$ cat src/hw/rtl/icmpf_pkg.sv
// shared constants and types for the icmp echo sequence parity filter
`default_nettype none

package icmpf_pkg;

   // frame limit default, in bytes
   localparam int unsigned MAX_FRAME_BYTES = 16383;

   // ethertypes and protocol numbers
   localparam logic [15:0] KIND_IPV4    = 16'h0800;
   localparam logic [15:0] KIND_IPV6    = 16'h86DD;
   localparam logic [7:0]  PROTO_ICMP   = 8'd1;
   localparam logic [7:0]  PROTO_ICMPV6 = 8'd58;

   // header layout
   localparam int unsigned KIND_HI_OFFSET = 12;
   localparam int unsigned KIND_LO_OFFSET = 13;
   localparam int unsigned ETH_LEN        = 14;
   localparam int unsigned IPV4_MIN_LEN   = 20;
   localparam int unsigned IPV4_PROTO_POS = 9;
   localparam int unsigned IPV6_NEXT_POS  = 6;
   localparam int unsigned IPV6_LEN       = 40;
   localparam int unsigned ICMP_LEN       = 8;
   localparam int unsigned SEQ_HI_POS     = 6;
   localparam int unsigned SEQ_LO_POS     = 7;

   // packet class codes
   localparam logic [2:0] CLASS_OTHER      = 3'd0;
   localparam logic [2:0] CLASS_IPV4       = 3'd1;
   localparam logic [2:0] CLASS_ICMPV4     = 3'd2;
   localparam logic [2:0] CLASS_IPV6       = 3'd3;
   localparam logic [2:0] CLASS_ICMPV6     = 3'd4;

   typedef struct packed {
      logic        drop;
      logic [2:0]  packet_class;
      logic [15:0] echo_sequence;
   } verdict_type;

endpackage

`default_nettype wire

$ cat src/hw/rtl/icmp_echo_sequence_parity_filter.sv
// top level: byte-stream icmp echo sequence parity filter
//
//  channel  direction  ports                                   carries
//  req      in         req_valid, req_stall, req_data_byte,    one frame byte per transfer
//                      req_last_byte
//  rsp      out        rsp_valid, rsp_stall, rsp_drop,         one verdict per frame
//                      rsp_packet_class, rsp_echo_sequence
//
// one byte per cycle is taken while req_stall is low; each byte sits in the input
// register while the parser updates, and the verdict of a frame lands in the result
// register as the last byte leaves the input register, which raises rsp_valid.
// reset clears the parse state, so the next byte opens a new frame.
// a stalled verdict holds the result register; bytes still flow until a last byte
// reaches the input register, which then waits for the result register to free up.
`default_nettype none

module icmp_echo_sequence_parity_filter #(
   parameter int unsigned MaxFrameBytes = icmpf_pkg::MAX_FRAME_BYTES
) (
   input  wire logic        clock,
   input  wire logic        reset,
   input  wire logic        req_valid,
   output logic             req_stall,
   input  wire logic [7:0]  req_data_byte,
   input  wire logic        req_last_byte,
   output logic             rsp_valid,
   input  wire logic        rsp_stall,
   output logic             rsp_drop,
   output logic [2:0]       rsp_packet_class,
   output logic [15:0]      rsp_echo_sequence
);

   logic                   in_valid_ff;
   logic [7:0]             in_data_ff;
   logic                   in_last_ff;
   logic                   out_valid_ff;
   icmpf_pkg::verdict_type out_verdict_ff;
   icmpf_pkg::verdict_type verdict;
   logic                   out_free;
   logic                   in_go;

   // a non-last byte never needs the result register
   assign out_free  = ~out_valid_ff | ~rsp_stall;
   assign in_go     = in_valid_ff & (~in_last_ff | out_free);
   assign req_stall = in_valid_ff & ~in_go;

   icmpf_parser #(
      .MaxFrameBytes (MaxFrameBytes)
   ) u_parser (
      .clock     (clock),
      .reset     (reset),
      .step      (in_go),
      .step_data (in_data_ff),
      .step_last (in_last_ff),
      .verdict   (verdict)
   );

   always_ff @(posedge clock) begin
      if (reset) begin
         in_valid_ff <= 1'b0;
      end else if (~req_stall) begin
         in_valid_ff <= req_valid;
      end
      if (req_valid && !req_stall) begin
         in_data_ff <= req_data_byte;
         in_last_ff <= req_last_byte;
      end
   end

   always_ff @(posedge clock) begin
      if (reset) begin
         out_valid_ff <= 1'b0;
      end else if (out_free) begin
         out_valid_ff <= in_go & in_last_ff;
      end
      if (out_free && in_go && in_last_ff) begin
         out_verdict_ff <= verdict;
      end
   end

   assign rsp_valid         = out_valid_ff;
   assign rsp_drop          = out_verdict_ff.drop;
   assign rsp_packet_class  = out_verdict_ff.packet_class;
   assign rsp_echo_sequence = out_verdict_ff.echo_sequence;

endmodule

`default_nettype wire

$ cat src/hw/rtl/icmpf_parser.sv
// per-frame header parse state and the end-of-frame verdict
`default_nettype none

module icmpf_parser #(
   parameter int unsigned MaxFrameBytes = icmpf_pkg::MAX_FRAME_BYTES
) (
   input  wire logic                   clock,
   input  wire logic                   reset,
   input  wire logic                   step,
   input  wire logic [7:0]             step_data,
   input  wire logic                   step_last,
   output icmpf_pkg::verdict_type      verdict
);

   localparam int unsigned OffsetWidth = $clog2(MaxFrameBytes + 1);

   typedef enum logic [1:0] {
      PHASE_ETH,
      PHASE_IPV4,
      PHASE_IPV6,
      PHASE_OTHER
   } phase_type;

   logic [OffsetWidth-1:0] offset_ff, offset_in;
   logic [15:0]            kind_ff, kind_in;
   logic [5:0]             ihl_ff, ihl_in;
   logic [7:0]             proto_ff, proto_in;
   logic [15:0]            seq_ff, seq_in;
   phase_type              phase_ff, phase_in;
   logic [OffsetWidth-1:0] seq_base;
   logic                   active;

   always_comb begin
      offset_in = offset_ff;
      kind_in   = kind_ff;
      ihl_in    = ihl_ff;
      proto_in  = proto_ff;
      seq_in    = seq_ff;
      phase_in  = phase_ff;
      seq_base  = OffsetWidth'(icmpf_pkg::ETH_LEN + icmpf_pkg::IPV6_LEN);
      active    = offset_ff < OffsetWidth'(MaxFrameBytes);
      if (active) begin
         if (offset_ff == OffsetWidth'(icmpf_pkg::KIND_HI_OFFSET)) begin
            kind_in = {step_data, 8'h00};
         end
         if (offset_ff == OffsetWidth'(icmpf_pkg::KIND_LO_OFFSET)) begin
            kind_in = {kind_ff[15:8], step_data};
            if (kind_in == icmpf_pkg::KIND_IPV4) begin
               phase_in = PHASE_IPV4;
            end else if (kind_in == icmpf_pkg::KIND_IPV6) begin
               phase_in = PHASE_IPV6;
            end else begin
               phase_in = PHASE_OTHER;
            end
         end
         unique case (phase_in)
            PHASE_IPV4: begin
               if (offset_ff == OffsetWidth'(icmpf_pkg::ETH_LEN)) begin
                  ihl_in = {step_data[3:0], 2'b00};
               end
               if (offset_ff == OffsetWidth'(icmpf_pkg::ETH_LEN + icmpf_pkg::IPV4_PROTO_POS))
               begin
                  proto_in = step_data;
               end
               // stored ihl is good enough: the ihl byte can never be a sequence byte
               seq_base = OffsetWidth'(icmpf_pkg::ETH_LEN) + OffsetWidth'(ihl_ff);
            end
            PHASE_IPV6: begin
               if (offset_ff == OffsetWidth'(icmpf_pkg::ETH_LEN + icmpf_pkg::IPV6_NEXT_POS))
               begin
                  proto_in = step_data;
               end
            end
            default: begin
            end
         endcase
         if (phase_in == PHASE_IPV4 || phase_in == PHASE_IPV6) begin
            if (offset_ff == seq_base + OffsetWidth'(icmpf_pkg::SEQ_HI_POS)) begin
               seq_in[15:8] = step_data;
            end
            if (offset_ff == seq_base + OffsetWidth'(icmpf_pkg::SEQ_LO_POS)) begin
               seq_in[7:0] = step_data;
            end
         end
         offset_in = offset_ff + 1'b1;
      end
   end

   // verdict from the state as it stands after this byte
   always_comb begin
      verdict.drop          = 1'b0;
      verdict.packet_class  = icmpf_pkg::CLASS_OTHER;
      verdict.echo_sequence = 16'h0000;
      if (phase_in == PHASE_IPV4 &&
          offset_in >= OffsetWidth'(icmpf_pkg::ETH_LEN + icmpf_pkg::IPV4_MIN_LEN)) begin
         if (proto_in != icmpf_pkg::PROTO_ICMP) begin
            verdict.packet_class = icmpf_pkg::CLASS_IPV4;
         end else if (offset_in >= OffsetWidth'(icmpf_pkg::ETH_LEN + icmpf_pkg::ICMP_LEN)
                                   + OffsetWidth'(ihl_in)) begin
            verdict.packet_class  = icmpf_pkg::CLASS_ICMPV4;
            verdict.echo_sequence = seq_in;
            verdict.drop          = ~seq_in[0];
         end
      end else if (phase_in == PHASE_IPV6 &&
                   offset_in >= OffsetWidth'(icmpf_pkg::ETH_LEN + icmpf_pkg::IPV6_LEN)) begin
         if (proto_in != icmpf_pkg::PROTO_ICMPV6) begin
            verdict.packet_class = icmpf_pkg::CLASS_IPV6;
         end else if (offset_in >= OffsetWidth'(icmpf_pkg::ETH_LEN + icmpf_pkg::IPV6_LEN
                                                + icmpf_pkg::ICMP_LEN)) begin
            verdict.packet_class  = icmpf_pkg::CLASS_ICMPV6;
            verdict.echo_sequence = seq_in;
            verdict.drop          = ~seq_in[0];
         end
      end
   end

   always_ff @(posedge clock) begin
      if (reset || (step && step_last)) begin
         offset_ff <= '0;
         kind_ff   <= '0;
         ihl_ff    <= '0;
         proto_ff  <= '0;
         seq_ff    <= '0;
         phase_ff  <= PHASE_ETH;
      end else if (step) begin
         offset_ff <= offset_in;
         kind_ff   <= kind_in;
         ihl_ff    <= ihl_in;
         proto_ff  <= proto_in;
         seq_ff    <= seq_in;
         phase_ff  <= phase_in;
      end
   end

endmodule

`default_nettype wire

$ cat config.mk
export PLATFORM = sky130hd
export DESIGN_NAME = icmp_echo_sequence_parity_filter
export DESIGN_NICKNAME = d
export VERILOG_FILES = /design/src/hw/rtl/icmpf_pkg.sv /design/src/hw/rtl/icmp_echo_sequence_parity_filter.sv /design/src/hw/rtl/icmpf_parser.sv
export SDC_FILE = /design/constraint.sdc
export NUM_CORES = 1
export LEC_CHECK = 0
export ABC_AREA = 1
export ABC_CLOCK_PERIOD_IN_PS = 4590
export BUFFER_PORTS_ARGS = -buffer_cell sky130_fd_sc_hd__buf_2
export CORE_MARGIN = 2
export CORE_UTILIZATION = 44
export CTS_BUF_LIST = sky130_fd_sc_hd__clkbuf_16
export DETAILED_ROUTE_END_ITERATION = 6
export GPL_TIMING_DRIVEN = 0
export PLACE_DENSITY = 0.64
export SETUP_SLACK_MARGIN = 0.05
export SLEW_MARGIN = 20
export SYNTH_ARGS = -nofsm -noshare
export SYNTH_HDL_FRONTEND = slang
export SYNTH_HIERARCHICAL = 1
export SYNTH_SLANG_ARGS = --single-unit
$ cat constraint.sdc
create_clock -name clock -period 4.59 [get_ports clock]
set_input_delay 0.2295 -clock clock [delete_from_list [all_inputs] [get_ports clock]]
set_output_delay 0.2295 -clock clock [all_outputs]
set_load 0.05 [all_outputs]
==> summary.md <==
• outcome: completed
• # port buffers: 34
• via count of the routed design: 5275
• count of mapped cells out of synthesis: 788
• total length of routed wires: 14.23 mm
• Leak: 0.003040 uW
• Yosys warning total: 6
• maximum achievable frequency: 235.8 MHz
• Vias per Instance: 5.161
• largest net degree at the start of global routing: 21
• clock network latency to the later pin of the worst-skew pair: 340 ps
• height of the chip: 116.0 um
• CTS buffer count: 9
• endpoint required time on the critical path: 4690 ps
• detailed placer's ending HPWL: 10.66 mm
• ratio of final minimum period to clock period: 92.39%
• Syn Nets: 816
• Avg WL per Cell: 13.92 um
• number of buffers on the longest clock path: 2
• number of top-level design ports: 35
• top cells by count, synth: sky130_fd_sc_hd__nand2_1, sky130_fd_sc_hd__inv_1, sky130_fd_sc_hd__nor2_1, sky130_fd_sc_hd__dfxtp_1, sky130_fd_sc_hd__o21ai_0
• all-layer global routing usage: 21.80%
• class of the tightest hold or removal check: in2reg
• final number of max-transition violations: 0
• TritonRoute pass-1 iters: 5
• proportion of layout cells with a drive suffix above 1: 17.33%
• Setup Crit Path Kind: reg2reg
• final std cell area, no fill: 0.006435 sq mm
• worst-case hold slack: 59.25 ps
• cell with the most instances after synthesis: sky130_fd_sc_hd__nand2_1
• setup skew after layout: 5.284 ps
• Post-CTS Hold Buffers: 0
• initial antenna violation count: 0
• post-detailed-route DRC marker count: 0
• nature of the critical path endpoint: register
• power per unit of standard cell area: 299.6 mW/mm^2
• critical path peak fanout: 10
• residual antenna-violating net count after detailed routing: 0
• number of cells traversed by the worst register-to-register path: 27
• setup repair after global routing missed its margin: no
• Worst IR Drop VDD: 0.1738 mV
• wire length of the first global-routing pass: 22.72 mm
• CTS tree: yes
• number of H-tree branching levels: 3
• number of placed cells counting well taps: 990
• fillcell total: 1200
• antenna diode count: 0
• final hold vios: 0
• Final Util: 53.13%
• Synth top area share: 20.30%
• crit path launch type: register
• cell taking the most area after synthesis: sky130_fd_sc_hd__dfxtp_1
• final number of setup-violating endpoints: 0
• number of synthesized register bits: 85
• worst slew margin relative to its limit: 42.27%
• post-synth design cell area: 0.005522 sq mm
• # rows: 40
• Placeable Area: 0.01211 sq mm
• worst setup timing slack at the placement stage: -641.1 ps
• number of flops mapped to enable cells by yosys: 29
• area overhead of the layout relative to synthesis: 16.54%
• weighted congestion reported at the end of routability-driven placement: 0.9009
• endpoint arrival time on the critical path: 4340 ps
• number of stages on the worst hold path: 1
• share of the yosys chip area belonging to registers: 36.08%
• transition at the pin with the smallest max-transition slack: 864.3 ps
• most common flop cell mapped by yosys: sky130_fd_sc_hd__dfxtp_1
• Mean Syn Cell Area: 7.007 sq um
• instance area at placement: 0.005902 sq mm
• total grt overflow: 0
• via count of the first global-routing pass: 4618
• Starting Density: 45.59%
• fin cells: 1022
• Synth cell types: 45
• die width: 116.0 um
• Max-Cap Viols: 0
• Min Clock Period, post-route: 4241 ps
• nets@finish: 877
• Iter 0 DRT Violations: 450
• post-route worst setup slack: 349.3 ps
• area of the die: 0.01346 sq mm
• Sink Count: 85
• Clock Pin Slew Worst Setup and Hold Paths: 60 ps
• proportion of register bits with asynchronous set or reset after synthesis: 0%
• leading post-synthesis cells by cell area: sky130_fd_sc_hd__dfxtp_1, sky130_fd_sc_hd__edfxtp_1, sky130_fd_sc_hd__nand2_1, sky130_fd_sc_hd__inv_1, sky130_fd_sc_hd__nor2_1
• root cell of the clock tree: sky130_fd_sc_hd__clkbuf_16
-- cells in the final DEF, fill, tap and decap left out, types with 2 or more instances in the layout --
cell type,count
sky130_fd_sc_hd__inv_6,2
sky130_fd_sc_hd__nor3_1,4
sky130_fd_sc_hd__a21oi_2,11
sky130_fd_sc_hd__clkinv_1,3
sky130_fd_sc_hd__nand2_1,177
sky130_fd_sc_hd__buf_12,2
sky130_fd_sc_hd__buf_6,5
sky130_fd_sc_hd__nand2_2,7
sky130_fd_sc_hd__nand3_4,5
sky130_fd_sc_hd__inv_1,115
sky130_fd_sc_hd__dfxtp_1,54
sky130_fd_sc_hd__buf_2,34
sky130_fd_sc_hd__nand4_1,33
sky130_fd_sc_hd__nor3_4,2
sky130_fd_sc_hd__nand2_4,3
sky130_fd_sc_hd__ha_2,2
sky130_fd_sc_hd__o21ai_0,45
sky130_fd_sc_hd__a21oi_1,30
sky130_fd_sc_hd__a211oi_1,13
sky130_fd_sc_hd__xnor2_1,2
sky130_fd_sc_hd__inv_2,7
sky130_fd_sc_hd__ha_1,12
sky130_fd_sc_hd__o21ai_2,3
sky130_fd_sc_hd__nor2_4,7
sky130_fd_sc_hd__clkbuf_1,13
sky130_fd_sc_hd__buf_4,17
sky130_fd_sc_hd__nand3_1,49
sky130_fd_sc_hd__nor2_1,111
sky130_fd_sc_hd__o21ai_1,6
sky130_fd_sc_hd__xor2_1,4
sky130_fd_sc_hd__nand3_2,5
sky130_fd_sc_hd__nor2_2,11
sky130_fd_sc_hd__o21ai_4,2
sky130_fd_sc_hd__edfxtp_1,29
sky130_fd_sc_hd__clkbuf_16,10
-- registers in the layout (all words and copies together), names as in the netlist, 3 cells and up --
signal and cells:
rsp_echo_sequence 16, u_parser/seq_ff 16, u_parser/offset_ff 14, in_data_ff 8, u_parser/kind_ff 8, u_parser/proto_ff 8, u_parser/ihl_ff 6, rsp_packet_class 3
-- metrics by stage --
| step | TNS (ps) | total power [uW] |
|---|---|---|
| after floorplan | 0 | 1067 |
| after global placement | -9273 | 1140 |
| after detailed placement | -10340 | 1147 |
| after CTS | 0 | 1929 |
| after global routing | 0 | 2005 |
| final | 0 | 1928 |
-- final cells by class --
type | count | area (sq um) | area share [%]
multi-input combinational | 556 | 2992 | 46.49
sequential | 85 | 1997 | 31.03
inverter | 125 | 471.7 | 7.330
timing repair buffer | 50 | 302.8 | 4.705
clock buffer | 10 | 250.2 | 3.889
tap | 168 | 210.2 | 3.267
buffer | 22 | 143.9 | 2.236
clock inverter | 6 | 67.56 | 1.050
-- report_power, final --
group / total, uW / switching [uW] / internal, uW
Sequential: 839 / 28.9 / 810
Clock: 773 / 316 / 458
Combinational: 315 / 217 / 98.3
-- kinds of logic (layout without fill, tap and decap cells) --
| kind of cell | Yosys count | count (layout) | synth area share, % |
|---|---|---|---|
| flops | 85 | 85 | 36.08 |
| compound gates | 113 | 113 | 12.08 |
| fa+ha+maj | 15 | 15 | 3.399 |
| simple gates | 420 | 421 | 36.05 |
| xor+xnor | 7 | 7 | 1.246 |
| buf+inv | 148 | 213 | 11.15 |
-- critical path, cell delays in order, from the launching register on --
cell and delay [ps]:
sky130_fd_sc_hd__dfxtp_4 380, sky130_fd_sc_hd__inv_2 90, sky130_fd_sc_hd__ha_2 200, sky130_fd_sc_hd__nand2_1 90, sky130_fd_sc_hd__nor3_4 220, sky130_fd_sc_hd__nand2_1 130, sky130_fd_sc_hd__o21ai_4 110, sky130_fd_sc_hd__ha_4 210
sky130_fd_sc_hd__nand3_1 100, sky130_fd_sc_hd__nor2_2 160, sky130_fd_sc_hd__nand2_2 130, sky130_fd_sc_hd__nand2_1 100, sky130_fd_sc_hd__o21ai_2 70, sky130_fd_sc_hd__ha_2 220, sky130_fd_sc_hd__o21ai_2 140, sky130_fd_sc_hd__xor2_1 190
sky130_fd_sc_hd__ha_1 270, sky130_fd_sc_hd__nand2_1 100, sky130_fd_sc_hd__nor2_1 60, sky130_fd_sc_hd__o21ai_1 90, sky130_fd_sc_hd__o2111ai_2 140, sky130_fd_sc_hd__nand2_1 90, sky130_fd_sc_hd__nand3_1 100, sky130_fd_sc_hd__nor3_4 190
sky130_fd_sc_hd__nor2_2 70, sky130_fd_sc_hd__nand2_4 110, sky130_fd_sc_hd__buf_12 150, sky130_fd_sc_hd__a21oi_2 60
-- path summary, 6_finish.rpt --
| path | start | end | slack (ps) |
|---|---|---|---|
| setup reg to reg | u_parser/offset_ff[1]$_SDFFE_PP0P_ | rsp_echo_sequence[13]$_DFFE_PP_ | 350 |
| hold reg to reg | u_parser/kind_ff[13]$_SDFFE_PP0P_ | u_parser/kind_ff[13]$_SDFFE_PP0P_ | 490 |
| setup / recovery | u_parser/offset_ff[1]$_SDFFE_PP0P_ | rsp_echo_sequence[13]$_DFFE_PP_ | 350 |
| hold / removal | req_data_byte[0] | in_data_ff[0]$_DFFE_PP_ | 60 |
-- routing by layer --
metal	up-vias	part of all wire [%]	global-route usage [%]
met4	0	1.6	7.063
li1	2675	-	-
met2	173	47	36.41
met1	2404	46	29.26
met3	23	5.3	2.981
met5	-	0	0
-- timing repair --
action | in CTS | in global routing
pin swaps | 6 | 9
buffers inserted | 4 | 12
cloned | 0 | 1
gates resized for setup | 18 | 13
setup endpoints to repair | 18 | 18
No activity file was read; power rests on OpenSTA's default activity.
